==> src/nearest_neighbor_scaler_addr_gen_top_defines.svh <==
// ----------------------------------------------------------------------------
// Assertion macros for the nearest-neighbor scaler address generator
// Property wrappers used by nns_dp, the RTL file that carries checks.
// ----------------------------------------------------------------------------
`ifndef NEAREST_NEIGHBOR_SCALER_ADDR_GEN_TOP_DEFINES_SVH
`define NEAREST_NEIGHBOR_SCALER_ADDR_GEN_TOP_DEFINES_SVH

// same-cycle implication, disabled during reset
`define NNS_ASSERT_IMP(label, clk, rst_n, ante, cons) \
  label: assert property (@(posedge clk) disable iff (!rst_n) (ante) |-> (cons)) \
    else $error("nns assertion failed");

// next-cycle implication, disabled during reset
`define NNS_ASSERT_NXT(label, clk, rst_n, ante, cons) \
  label: assert property (@(posedge clk) disable iff (!rst_n) (ante) |=> (cons)) \
    else $error("nns assertion failed");

`endif

==> src/nns_pkg.sv <==
// ----------------------------------------------------------------------------
// nns_pkg
// Types, constants and helpers shared by the scaler address generator.
// ----------------------------------------------------------------------------
package nns_pkg;

  localparam int DIM_W      = 13;  // dimension registers, coordinates, remainders
  localparam int COORD_W    = 12;  // coordinate output fields
  localparam int QUOT_W     = 12;  // source coordinate accumulators
  localparam int BPP_W      = 2;
  localparam int BASE_W     = 32;
  localparam int ADDR_OUT_W = 32;
  localparam int CFG_IDX_W  = 3;
  localparam int CFG_DATA_W = 32;

  localparam int MAX_DIM_DEF    = 4096;
  localparam int ADDR_WIDTH_DEF = 32;

  localparam logic [CFG_IDX_W-1:0] REG_SRC_WIDTH  = 3'd0;
  localparam logic [CFG_IDX_W-1:0] REG_SRC_HEIGHT = 3'd1;
  localparam logic [CFG_IDX_W-1:0] REG_DST_WIDTH  = 3'd2;
  localparam logic [CFG_IDX_W-1:0] REG_DST_HEIGHT = 3'd3;
  localparam logic [CFG_IDX_W-1:0] REG_BPP        = 3'd4;
  localparam logic [CFG_IDX_W-1:0] REG_SRC_BASE   = 3'd5;
  localparam logic [CFG_IDX_W-1:0] REG_DST_BASE   = 3'd6;

  typedef enum logic [2:0] {
    ST_IDLE,
    ST_DIV,
    ST_MUL,
    ST_SCL,
    ST_OUT
  } nns_state_t;

  typedef struct packed {
    logic div_start;  // launch step divisions
    logic step_load;  // latch steps, clear position
    logic mul_en;     // form pixel indexes
    logic scl_en;     // scale indexes by bytes per pixel
    logic out_load;   // load result register, advance position
  } nns_cmd_t;

  typedef struct packed {
    logic div_done;
    logic out_free;
  } nns_sts_t;

  // zero reads as 1, oversize clamps to max_dim
  function automatic logic [DIM_W-1:0] eff_dim(input logic [DIM_W-1:0] v,
                                               input int unsigned max_dim);
    logic [DIM_W-1:0] r;
    r = v;
    if (v == '0) begin
      r = DIM_W'(1);
    end else if (32'(v) > max_dim) begin
      r = DIM_W'(max_dim);
    end
    return r;
  endfunction

endpackage

==> src/nns_div.sv <==
// ----------------------------------------------------------------------------
// nns_div
// Restoring divider, one quotient bit per clock.
// ----------------------------------------------------------------------------
module nns_div #(
  parameter int W = nns_pkg::DIM_W
) (
  input  logic         clk,
  input  logic         rst_n,
  input  logic         start,
  input  logic [W-1:0] dividend,
  input  logic [W-1:0] divisor,
  output logic         done,
  output logic [W-1:0] quotient,
  output logic [W-1:0] remainder
);

  localparam int CNT_W = (W > 1) ? $clog2(W) : 1;

  logic             busy_r, busy_nxt;
  logic             done_r, done_nxt;
  logic [CNT_W-1:0] cnt_r, cnt_nxt;
  logic [W-1:0]     rem_r, rem_nxt;
  logic [W-1:0]     quo_r, quo_nxt;
  logic [W-1:0]     dvd_r, dvd_nxt;
  logic [W-1:0]     dsr_r, dsr_nxt;
  logic [W:0]       trial;
  logic [W:0]       diff;

  always_comb begin
    trial    = {rem_r, dvd_r[W-1]};
    diff     = trial - {1'b0, dsr_r};
    busy_nxt = busy_r;
    done_nxt = 1'b0;
    cnt_nxt  = cnt_r;
    rem_nxt  = rem_r;
    quo_nxt  = quo_r;
    dvd_nxt  = dvd_r;
    dsr_nxt  = dsr_r;
    if (start) begin
      busy_nxt = 1'b1;
      cnt_nxt  = '0;
      rem_nxt  = '0;
      quo_nxt  = '0;
      dvd_nxt  = dividend;
      dsr_nxt  = divisor;
    end else if (busy_r) begin
      if (trial >= {1'b0, dsr_r}) begin
        rem_nxt = diff[W-1:0];
        quo_nxt = {quo_r[W-2:0], 1'b1};
      end else begin
        rem_nxt = trial[W-1:0];
        quo_nxt = {quo_r[W-2:0], 1'b0};
      end
      dvd_nxt = {dvd_r[W-2:0], 1'b0};
      cnt_nxt = cnt_r + CNT_W'(1);
      if (cnt_r == CNT_W'(W - 1)) begin
        busy_nxt = 1'b0;
        done_nxt = 1'b1;
      end
    end
  end

  always_ff @(posedge clk) begin
    if (!rst_n) begin
      busy_r <= 1'b0;
      done_r <= 1'b0;
      cnt_r  <= '0;
    end else begin
      busy_r <= busy_nxt;
      done_r <= done_nxt;
      cnt_r  <= cnt_nxt;
    end
  end

  always_ff @(posedge clk) begin
    rem_r <= rem_nxt;
    quo_r <= quo_nxt;
    dvd_r <= dvd_nxt;
    dsr_r <= dsr_nxt;
  end

  assign done      = done_r;
  assign quotient  = quo_r;
  assign remainder = rem_r;

endmodule

==> src/nns_dp.sv <==
// ----------------------------------------------------------------------------
// nns_dp
// Datapath: configuration, position accumulators, index math, result register.
// ----------------------------------------------------------------------------
`include "nearest_neighbor_scaler_addr_gen_top_defines.svh"

module nns_dp #(
  parameter int MAX_DIM    = nns_pkg::MAX_DIM_DEF,
  parameter int ADDR_WIDTH = nns_pkg::ADDR_WIDTH_DEF
) (
  input  logic                             clk,
  input  logic                             rst_n,
  input  logic                             cfg_we,
  input  logic [nns_pkg::CFG_IDX_W-1:0]    cfg_index,
  input  logic [nns_pkg::CFG_DATA_W-1:0]   cfg_data,
  input  nns_pkg::nns_cmd_t                cmd,
  output nns_pkg::nns_sts_t                sts,
  input  logic                             out_tready,
  output logic                             out_tvalid,
  output logic [87:0]                      out_tdata,
  output logic                             out_tlast
);

  localparam int DW = nns_pkg::DIM_W;
  localparam int QW = nns_pkg::QUOT_W;
  localparam int CW = nns_pkg::COORD_W;
  localparam int AW = nns_pkg::ADDR_OUT_W;
  localparam int SIDX_W = QW + DW + 1;
  localparam int DIDX_W = 2 * DW + 1;
  localparam int SSCL_W = SIDX_W + 2;
  localparam int DSCL_W = DIDX_W + 2;
  localparam logic [AW-1:0] ADDR_MASK =
    (ADDR_WIDTH >= AW) ? {AW{1'b1}} : ((AW'(1) << ADDR_WIDTH) - AW'(1));

  // configuration
  logic [DW-1:0]                  src_w_r, src_h_r, dst_w_r, dst_h_r;
  logic [nns_pkg::BPP_W-1:0]      bpp_r;
  logic [nns_pkg::BASE_W-1:0]     src_base_r, dst_base_r;

  // position state
  logic [DW-1:0] out_col_r, out_col_nxt;
  logic [DW-1:0] out_row_r, out_row_nxt;
  logic [QW-1:0] src_col_quot_r, src_col_quot_nxt;
  logic [DW-1:0] src_col_rem_r, src_col_rem_nxt;
  logic [QW-1:0] src_row_quot_r, src_row_quot_nxt;
  logic [DW-1:0] src_row_rem_r, src_row_rem_nxt;
  logic [DW-1:0] step_x_quot_r, step_x_rem_r, step_y_quot_r, step_y_rem_r;

  logic [SIDX_W-1:0] sidx_r;
  logic [DIDX_W-1:0] didx_r;
  logic [SSCL_W-1:0] sscl_r;
  logic [DSCL_W-1:0] dscl_r;

  logic [AW-1:0] out_src_r, out_dst_r;
  logic [CW-1:0] out_x_r, out_y_r;
  logic          out_last_r;
  logic          out_valid_r, out_valid_nxt;

  logic [DW-1:0] sw, sh, dw, dh;
  logic [1:0]    bpp;
  logic          col_wrap, row_wrap, last_px;
  logic [DW:0]   col_rem_sum, row_rem_sum;

  logic          done_x, done_y;
  logic [DW-1:0] quo_x, rem_x, quo_y, rem_y;

  assign sw  = nns_pkg::eff_dim(src_w_r, MAX_DIM);
  assign sh  = nns_pkg::eff_dim(src_h_r, MAX_DIM);
  assign dw  = nns_pkg::eff_dim(dst_w_r, MAX_DIM);
  assign dh  = nns_pkg::eff_dim(dst_h_r, MAX_DIM);
  assign bpp = (bpp_r == '0) ? 2'd1 : bpp_r;

  nns_div #(.W(DW)) u_div_x (
    .clk       (clk),
    .rst_n     (rst_n),
    .start     (cmd.div_start),
    .dividend  (sw),
    .divisor   (dw),
    .done      (done_x),
    .quotient  (quo_x),
    .remainder (rem_x)
  );

  nns_div #(.W(DW)) u_div_y (
    .clk       (clk),
    .rst_n     (rst_n),
    .start     (cmd.div_start),
    .dividend  (sh),
    .divisor   (dh),
    .done      (done_y),
    .quotient  (quo_y),
    .remainder (rem_y)
  );

  assign sts.div_done = done_x;
  assign sts.out_free = !out_valid_r || out_tready;

  always_ff @(posedge clk) begin
    if (!rst_n) begin
      src_w_r    <= DW'(1);
      src_h_r    <= DW'(1);
      dst_w_r    <= DW'(1);
      dst_h_r    <= DW'(1);
      bpp_r      <= 2'd3;
      src_base_r <= '0;
      dst_base_r <= '0;
    end else if (cfg_we) begin
      case (cfg_index)
        nns_pkg::REG_SRC_WIDTH:  src_w_r    <= cfg_data[DW-1:0];
        nns_pkg::REG_SRC_HEIGHT: src_h_r    <= cfg_data[DW-1:0];
        nns_pkg::REG_DST_WIDTH:  dst_w_r    <= cfg_data[DW-1:0];
        nns_pkg::REG_DST_HEIGHT: dst_h_r    <= cfg_data[DW-1:0];
        nns_pkg::REG_BPP:        bpp_r      <= cfg_data[nns_pkg::BPP_W-1:0];
        nns_pkg::REG_SRC_BASE:   src_base_r <= cfg_data[nns_pkg::BASE_W-1:0];
        nns_pkg::REG_DST_BASE:   dst_base_r <= cfg_data[nns_pkg::BASE_W-1:0];
        default: ;
      endcase
    end
  end

  // position advance, one conditional subtract on the remainder
  always_comb begin
    col_wrap    = ({1'b0, out_col_r} + (DW+1)'(1)) >= {1'b0, dw};
    row_wrap    = ({1'b0, out_row_r} + (DW+1)'(1)) >= {1'b0, dh};
    last_px     = col_wrap && row_wrap;
    col_rem_sum = {1'b0, src_col_rem_r} + {1'b0, step_x_rem_r};
    row_rem_sum = {1'b0, src_row_rem_r} + {1'b0, step_y_rem_r};

    out_col_nxt      = out_col_r;
    out_row_nxt      = out_row_r;
    src_col_quot_nxt = src_col_quot_r;
    src_col_rem_nxt  = src_col_rem_r;
    src_row_quot_nxt = src_row_quot_r;
    src_row_rem_nxt  = src_row_rem_r;

    if (cmd.step_load) begin
      out_col_nxt      = '0;
      out_row_nxt      = '0;
      src_col_quot_nxt = '0;
      src_col_rem_nxt  = '0;
      src_row_quot_nxt = '0;
      src_row_rem_nxt  = '0;
    end else if (cmd.out_load) begin
      if (col_wrap) begin
        out_col_nxt      = '0;
        src_col_quot_nxt = '0;
        src_col_rem_nxt  = '0;
        if (row_wrap) begin
          out_row_nxt      = '0;
          src_row_quot_nxt = '0;
          src_row_rem_nxt  = '0;
        end else begin
          out_row_nxt = out_row_r + DW'(1);
          if (row_rem_sum >= {1'b0, dh}) begin
            src_row_rem_nxt  = DW'(row_rem_sum - {1'b0, dh});
            src_row_quot_nxt = src_row_quot_r + step_y_quot_r[QW-1:0] + QW'(1);
          end else begin
            src_row_rem_nxt  = row_rem_sum[DW-1:0];
            src_row_quot_nxt = src_row_quot_r + step_y_quot_r[QW-1:0];
          end
        end
      end else begin
        out_col_nxt = out_col_r + DW'(1);
        if (col_rem_sum >= {1'b0, dw}) begin
          src_col_rem_nxt  = DW'(col_rem_sum - {1'b0, dw});
          src_col_quot_nxt = src_col_quot_r + step_x_quot_r[QW-1:0] + QW'(1);
        end else begin
          src_col_rem_nxt  = col_rem_sum[DW-1:0];
          src_col_quot_nxt = src_col_quot_r + step_x_quot_r[QW-1:0];
        end
      end
    end

    out_valid_nxt = out_valid_r;
    if (cmd.out_load) begin
      out_valid_nxt = 1'b1;
    end else if (out_tready) begin
      out_valid_nxt = 1'b0;
    end
  end

  always_ff @(posedge clk) begin
    if (!rst_n) begin
      out_col_r      <= '0;
      out_row_r      <= '0;
      src_col_quot_r <= '0;
      src_col_rem_r  <= '0;
      src_row_quot_r <= '0;
      src_row_rem_r  <= '0;
      step_x_quot_r  <= '0;
      step_x_rem_r   <= '0;
      step_y_quot_r  <= '0;
      step_y_rem_r   <= '0;
      out_valid_r    <= 1'b0;
    end else begin
      out_col_r      <= out_col_nxt;
      out_row_r      <= out_row_nxt;
      src_col_quot_r <= src_col_quot_nxt;
      src_col_rem_r  <= src_col_rem_nxt;
      src_row_quot_r <= src_row_quot_nxt;
      src_row_rem_r  <= src_row_rem_nxt;
      out_valid_r    <= out_valid_nxt;
      if (cmd.step_load) begin
        step_x_quot_r <= quo_x;
        step_x_rem_r  <= rem_x;
        step_y_quot_r <= quo_y;
        step_y_rem_r  <= rem_y;
      end
    end
  end

  // index pipeline: multiply, scale, add base
  always_ff @(posedge clk) begin
    if (cmd.mul_en) begin
      sidx_r <= SIDX_W'(src_row_quot_r) * SIDX_W'(sw) + SIDX_W'(src_col_quot_r);
      didx_r <= DIDX_W'(out_row_r) * DIDX_W'(dw) + DIDX_W'(out_col_r);
    end
    if (cmd.scl_en) begin
      sscl_r <= (bpp[1] ? {1'b0, sidx_r, 1'b0} : SSCL_W'(0)) +
                (bpp[0] ? SSCL_W'(sidx_r) : SSCL_W'(0));
      dscl_r <= (bpp[1] ? {1'b0, didx_r, 1'b0} : DSCL_W'(0)) +
                (bpp[0] ? DSCL_W'(didx_r) : DSCL_W'(0));
    end
    if (cmd.out_load) begin
      out_src_r  <= (AW'(src_base_r) + AW'(sscl_r)) & ADDR_MASK;
      out_dst_r  <= (AW'(dst_base_r) + AW'(dscl_r)) & ADDR_MASK;
      out_x_r    <= out_col_r[CW-1:0];
      out_y_r    <= out_row_r[CW-1:0];
      out_last_r <= last_px;
    end
  end

  assign out_tvalid = out_valid_r;
  assign out_tdata  = {out_y_r, out_x_r, out_dst_r, out_src_r};
  assign out_tlast  = out_last_r;

  `NNS_ASSERT_IMP(a_load_when_free, clk, rst_n, cmd.out_load, sts.out_free)
  `NNS_ASSERT_IMP(a_div_lockstep, clk, rst_n, done_x || done_y, done_x && done_y)
  `NNS_ASSERT_NXT(a_result_shown, clk, rst_n, cmd.out_load, out_tvalid)
  `NNS_ASSERT_NXT(a_restart_origin, clk, rst_n, cmd.step_load,
                  out_col_r == '0 && out_row_r == '0)

endmodule

==> src/nns_ctrl.sv <==
// ----------------------------------------------------------------------------
// nns_ctrl
// Sequencer: accept, optional step division, index math, result load.
// ----------------------------------------------------------------------------
module nns_ctrl (
  input  logic              clk,
  input  logic              rst_n,
  input  logic              in_tvalid,
  output logic              in_tready,
  input  logic              restart,
  input  nns_pkg::nns_sts_t sts,
  output nns_pkg::nns_cmd_t cmd
);

  nns_pkg::nns_state_t state_r, state_nxt;

  always_ff @(posedge clk) begin
    if (!rst_n) begin
      state_r <= nns_pkg::ST_IDLE;
    end else begin
      state_r <= state_nxt;
    end
  end

  always_comb begin
    state_nxt = state_r;
    cmd       = '0;
    in_tready = 1'b0;
    case (state_r)
      nns_pkg::ST_IDLE: begin
        in_tready = 1'b1;
        if (in_tvalid) begin
          if (restart) begin
            cmd.div_start = 1'b1;
            state_nxt     = nns_pkg::ST_DIV;
          end else begin
            state_nxt = nns_pkg::ST_MUL;
          end
        end
      end
      nns_pkg::ST_DIV: begin
        if (sts.div_done) begin
          cmd.step_load = 1'b1;
          state_nxt     = nns_pkg::ST_MUL;
        end
      end
      nns_pkg::ST_MUL: begin
        cmd.mul_en = 1'b1;
        state_nxt  = nns_pkg::ST_SCL;
      end
      nns_pkg::ST_SCL: begin
        cmd.scl_en = 1'b1;
        state_nxt  = nns_pkg::ST_OUT;
      end
      nns_pkg::ST_OUT: begin
        // hold until the result register can take a new pixel
        if (sts.out_free) begin
          cmd.out_load = 1'b1;
          state_nxt    = nns_pkg::ST_IDLE;
        end
      end
      default: begin
        state_nxt = nns_pkg::ST_IDLE;
      end
    endcase
  end

endmodule

==> src/nearest_neighbor_scaler_addr_gen_top.sv <==
// Nearest-neighbor scaler address generator. Each input transfer yields one
// result transfer for the next destination pixel in raster order, wrapping
// to (0,0) after the last one; restart = 1 returns to (0,0) and recomputes
// the source steps. For each pixel the controller walks multiply, byte
// scaling and result load in turn; result load waits until the result
// register is free, and a restart first runs the 13-bit iterative step
// divider. The result register lets a new item be accepted while a result
// is still waiting downstream. Configure only while idle.
// ----------------------------------------------------------------------------
// nearest_neighbor_scaler_addr_gen_top
// Top level: controller plus datapath on stream and config ports.
// ----------------------------------------------------------------------------
module nearest_neighbor_scaler_addr_gen_top #(
  parameter int MAX_DIM    = nns_pkg::MAX_DIM_DEF,
  parameter int ADDR_WIDTH = nns_pkg::ADDR_WIDTH_DEF
) (
  input  logic                           clk,
  input  logic                           rst_n,
  input  logic                           cfg_we,
  input  logic [nns_pkg::CFG_IDX_W-1:0]  cfg_index,
  input  logic [nns_pkg::CFG_DATA_W-1:0] cfg_data,
  input  logic                           in_tvalid,
  output logic                           in_tready,
  input  logic [7:0]                     in_tdata,   // [0] restart
  output logic                           out_tvalid,
  input  logic                           out_tready,
  // [31:0] src_address, [63:32] dst_address, [75:64] dst_x, [87:76] dst_y
  output logic [87:0]                    out_tdata,
  output logic                           out_tlast   // frame_last
);

  nns_pkg::nns_cmd_t cmd;
  nns_pkg::nns_sts_t sts;

  nns_ctrl u_ctrl (
    .clk       (clk),
    .rst_n     (rst_n),
    .in_tvalid (in_tvalid),
    .in_tready (in_tready),
    .restart   (in_tdata[0]),
    .sts       (sts),
    .cmd       (cmd)
  );

  nns_dp #(
    .MAX_DIM    (MAX_DIM),
    .ADDR_WIDTH (ADDR_WIDTH)
  ) u_dp (
    .clk        (clk),
    .rst_n      (rst_n),
    .cfg_we     (cfg_we),
    .cfg_index  (cfg_index),
    .cfg_data   (cfg_data),
    .cmd        (cmd),
    .sts        (sts),
    .out_tready (out_tready),
    .out_tvalid (out_tvalid),
    .out_tdata  (out_tdata),
    .out_tlast  (out_tlast)
  );

endmodule
==> config.mk <==
export PLATFORM = sky130hd
export DESIGN_NAME = nearest_neighbor_scaler_addr_gen_top
export DESIGN_NICKNAME = d
export VERILOG_FILES = /design/src/nns_pkg.sv /design/src/nns_div.sv /design/src/nns_dp.sv /design/src/nns_ctrl.sv /design/src/nearest_neighbor_scaler_addr_gen_top.sv
export VERILOG_INCLUDE_DIRS = /design/src /design/src/src
export SDC_FILE = /design/constraint.sdc
export NUM_CORES = 2
export LEC_CHECK = 0
export BUFFER_PORTS_ARGS = -buffer_cell sky130_fd_sc_hd__buf_2
export CAP_MARGIN = 20
export CORE_ASPECT_RATIO = 2
export CORE_MARGIN = 2
export CORE_UTILIZATION = 30
export DETAILED_ROUTE_END_ITERATION = 7
export PLACE_DENSITY = 0.51
export SYNTH_ARGS = -nofsm -noshare
export SYNTH_HDL_FRONTEND = slang
export SYNTH_HIERARCHICAL = 1
export SYNTH_SLANG_ARGS = --single-unit
==> constraint.sdc <==
create_clock -name clk -period 8.5 [get_ports clk]
set_clock_uncertainty 0.2 [all_clocks]
set_input_delay 0.425 -clock clk [delete_from_list [all_inputs] [get_ports clk]]
set_output_delay 0.425 -clock clk [all_outputs]
set_load 0.01 [all_outputs]
Yosys cells after proc, flatten, opt, wreduce, memory -nomap -nowiden
Cells that the tools add are included.
{ "classes": {"n_eq_ne": 15, "n_reduce_logical": 25, "n_mux": 55, "n_bitwise": 2, "n_mul": 2, "addsub": 22, "order_cmp": 10} }
{ "ops": {"columns": ["op", "n"], "rows": [
  ["$mux W13", 20],
  ["$ge A14 B13 Y1", 6],
  ["$mux W27", 2],
  ["$gt A13 B13 Y1 const B", 4],
  ["$logic_not A13 Y1", 4],
  ["$sub A13 B13 Y13", 4],
  ["$mux W12", 4],
  ["$add A32 B28 Y32", 1],
  ["$add A32 B29 Y32", 1],
  ["$add A29 B29 Y29", 1],
  ["$add A13 B1 Y14 const B", 2],
  ["$add A13 B13 Y14", 2],
  ["$add A28 B28 Y28", 1],
  ["$mux W28", 1],
  ["$add A26 B13 Y27", 1],
  ["$add A13 B1 Y13 const B", 2],
  ["$add A25 B12 Y26", 1],
  ["$mul A13 B13 Y26", 1],
  ["$mux W26", 1],
  ["$mul A12 B13 Y25", 1],
  ["$add A12 B1 Y12 const B", 2],
  ["$add A12 B12 Y12", 2],
  ["$mux W1", 21],
  ["$reduce_and A2 Y1", 8],
  ["20 further kinds", 38]
]} }
{ "word_totals": {"output_inout_bits": 91, "register_bits": 560, "in_bits": 48} }

Logic depth before layout (Yosys ltp)
{ "logic_depth": {"depth_word": 6, "depth_mapped": 26, "mapped_depth_nobuf": 25} }

Cells and area by module
The synthesis kept the hierarchy.
{ "by_module_without_submodules": {"columns": ["mod", "seq_area_each_um2", "n_inst", "area_each_um2", "cells_per_inst"], "rows": [
  ["nns_dp", 10880.4, 1, 37410.9, 4104],
  ["nns_div", 1421.4, 2, 2970.3, 275],
  ["nns_ctrl", 60.1, 1, 206.4, 23]
]} }

Least setup slack after synthesis
Ideal clock, no wire load.
{ "synth_timing": {"kind": "register to register", "start": "register u_dp.dst_w_r[12]", "end": "register u_dp.didx_r[25] (data pin)", "required_time_ps": 8042, "n_path_buf": 3, "t_arrival_ps": 6213, "setup_ps": 258, "stages_incl_launch_ff": 25, "period_less_slack_ps": 6671, "setup_slack_ps": 1829, "path_cell_list": "dfxtp_1 -> clkbuf_1 -> nor2b_1 -> clkbuf_1 -> nand2_1 -> fa_1 -> fa_1 -> fa_1 -> inv_1 -> fa_1 -> fa_1 -> inv_1 -> fa_1 -> inv_1 -> ha_1 -> clkbuf_1 -> o21a_1 -> o211ai_1 -> and2_1 -> a211o_1 -> a31oi_1 -> or4_1 -> a31o_2 -> a21oi_1 -> xnor2_1"} }
{ "synth_between": {"elab_chain_len": 5, "word_cells_on_any_way": 6} }
{ "synth_lines": {"columns": ["element", "line", "rtl"], "rows": [
  ["start: declaration", "nns_dp.sv:36", "logic [DW-1:0] src_w_r, src_h_r, dst_w_r, dst_h_r;"],
  ["start signal: assignment", "nns_dp.sv:111", "nns_pkg::REG_DST_WIDTH: dst_w_r <= cfg_data[DW-1:0];"],
  ["$gt A13 B13 Y1", "nns_pkg.sv:55", "end else if (32'(v) > max_dim) begin"],
  ["$mux W13", "nns_pkg.sv:55", null],
  ["$mux W13 *", "nns_pkg.sv:53", "if (v == '0) begin"],
  ["net u_dp.dw[4]", "nns_dp.sv:59", "logic [DW-1:0] sw, sh, dw, dh;"],
  ["$mul A13 B13 Y26 *", "nns_dp.sv:216", "didx_r <= DIDX_W'(out_row_r) * DIDX_W'(dw) + DIDX_W'(out_col_r);"],
  ["$add A26 B13 Y27 *", "nns_dp.sv:216", null],
  ["end signal: assignment", "nns_dp.sv:216", null],
  ["end: declaration", "nns_dp.sv:50", "logic [DIDX_W-1:0] didx_r;"]
]} }
Mark *: on every way through the listed nets, which the timed path passes. The rest lies on a longest branch.
A chain may end at the register's enable or synchronous reset.

Worst setup path in the final report
{ "layout_timing": {"start": "register u_dp.dst_w_r[12]", "end": "register u_dp.didx_r[26] (data pin)"} }
{ "layout_between": {"elab_chain_len": 5, "word_cells_on_any_way": 6} }
{ "layout_lines": {"columns": ["element", "line"], "rows": [
  ["$gt A13 B13 Y1", "nns_pkg.sv:55"],
  ["$mux W13", "nns_pkg.sv:55"],
  ["$mux W13 *", "nns_pkg.sv:53"],
  ["$mul A13 B13 Y26 *", "nns_dp.sv:216"],
  ["$add A26 B13 Y27 *", "nns_dp.sv:216"]
]} }
Mark *: on every way between the ends. The rest lies on a longest branch, timed or not.

==> run metrics <==
Iteration-0 DRC Markers between 1k and 1.5k; endpoints failing setup 0; status completed; Core Util, Final approximately a third; area of the core between 0.1 and 0.15 mm2; Mapped Area approximately 0.043 mm2; ordered list of cells on the worst path buf_4 > nor2b_1 > nand2_1 > fa_1 > fa_1 > inv_1 > fa_1 > fa_1 > fa_1 > inv_1 > fa_1 > inv_1 > ha_1 > and4_1 > and3_1 > o311ai_0 > a31oi_1 > a21oi_1 > a21oi_1 > nand4_1 > nand2_1 > a21oi_1 > xnor2_1; Tcrit/Tclk final just under 90%; DRT Wirelength ~120000 um; DIE HEIGHT around 540 um; Final HPWL DP between 90000 and 100000 um; vias in the first global route ~34k; storage element area 0.01372 mm2; Num Clock Sinks 560; Critical Path RT between 8000 and 9000 ps; most frequent cells in the layout nand2_1, inv_1, ha_1, dfxtp_1, fa_1; Nets 5500; hold slack 66.38 ps; RSZ-0062 raised after global routing false; Starting Density 30.20%; CP delay by family, top adder cells; Max clock buf depth 3; Total Neg Setup Slack 0 ps; CTS buffer count 55; die area 0.1481 mm2; CP max stage delay between 600 and 700 ps; gr usage total between 10% and 20%; Leak Pwr roughly 21 nW; CP max stage cell nor2b_1; peak supply drop between 0.15 and 0.2 mV; CP Capture Type register; share of cells above drive strength 1 approximately 7.4%; most used cell, CP fa_1; Max Slew Vio Count 0; CP Class reg -> reg; area delta synth->final 11.55%; clock tree root buffer cell clkbuf_16; Tmin final ~7400 ps; clk slew on worst S/H paths approximately 70 ps; Final Non-Filler Cells approximately 6.7k; I/O Buffers roughly 130; Max Cap Violations 0; Avg Inst Size Synth 9.309 um2; first-pass GRT wire length ~190000 um; DP Worst Slack 1160 ps; # IOs around 140; initial antenna violation count 3; post-CTS setup buffer count 0; vias 32.61k; Vias/cell 4.855; H-Tree Depth 2; grt ovf 0; worst slew pin tran 1144 ps; worst hold path class in -> reg; Cells after Synth around 4.7k; largest net degree at the start of global routing ~150; Total Power 7.279 mW; footprint of the multi-input gates 0.02720 mm2; placed instance area roughly 0.046 mm2; most common cell after layout, fill and taps aside nand2_1; fin worst setup slack roughly 1100 ps; Critical Path AT between 7000 and 8000 ps; FMAX between 100 and 150 MHz; slew margin rel. about a quarter; Final GP Congestion between 0.8 and 0.9; critical-path maximum fanout 25; CP bufs+invs 4; Synth Warn # 6; WL/cell between 15 and 20 um; filler cell count 14.89k; clock latency at the later pin of the worst-skew pair 670 ps; PwrDens between 150 and 200 mW/mm2; Placed Cells between 6k and 7k; startpoint types register; Detailed Routing Iterations Pass 1 5; CTS tree yes; Syn Nets ~5.4k; final hold vios 0; Antenna Nets Post-Route 0; row cnt 197; final cell area excluding filler cells about 0.048 mm2; die span in x ~270 um; number of remaining DRC errors 0
==> state kept, by name, summed over array words and instances, names as in the netlist, 26 cells and up <==
register	flops
u_dp/didx_r	27
u_dp/dscl_r	29
u_dp/dst_base_r	32
u_dp/out_dst_r	32
u_dp/out_src_r	32
u_dp/sidx_r	26
u_dp/src_base_r	32
u_dp/sscl_r	28
==> worst reg2reg max path, stage by stage (launching register included) <==
cell      delay (ps)
dfxtp_1          340
buf_4            250
nor2b_1          670
nand2_1          170
fa_1             530
fa_1             410
inv_1             80
fa_1             440
fa_1             510
fa_1             570
inv_1             70
fa_1             470
inv_1             50
ha_1             360
and4_1           230
and3_1           180
o311ai_0         270
a31oi_1          380
a21oi_1          200
a21oi_1          340
nand4_1          130
nand2_1           70
a21oi_1           70
xnor2_1          120
==> final timing paths <==
check	from	depth (start not counted)	endpoint	slack, ps
worst min-delay path	rst_n	2	u_ctrl/state_r[2]	70
worst max register to register	u_dp/dst_w_r[12]	23	u_dp/didx_r[26]	1130
worst min register to register	u_dp/src_row_rem_r[10]	2	u_dp/src_row_rem_r[10]	250
worst max-delay path	u_dp/dst_w_r[12]	23	u_dp/didx_r[26]	1130
==> per-layer routing <==
metal  vias to the layer above  wire [um]  track usage, %
li1                      16000          -               -
met1                     15800      45100           16.70
met2                       577      67620           32.55
met3                       235       3688           1.663
met4                         0       7173           8.857
met5                         -          0               0
==> power by group <==
group          switching [mW]  total [mW]  internal [mW]
combinational           0.900        1.50          0.603
clock                    1.18        2.66           1.48
sequential              0.126        3.12           2.99
==> layout make-up <==
type | instances | share of cell area [%]
sequential | 560 | 28.30
clock buffer | 67 | 3.081
timing repair buffer | 230 | 3.097
multi-input combinational | 3462 | 56.11
clock inverter | 37 | 0.8929
tap | 1890 | 4.877
inverter | 468 | 3.623
antenna | 3 | 0.01548
==> timing repair <==
action,CTS,global route
hold endpoints to repair,117,0
hold buffers,35,0
gates resized for setup,0,0
Note: power is estimated with default switching activity, not from simulation.
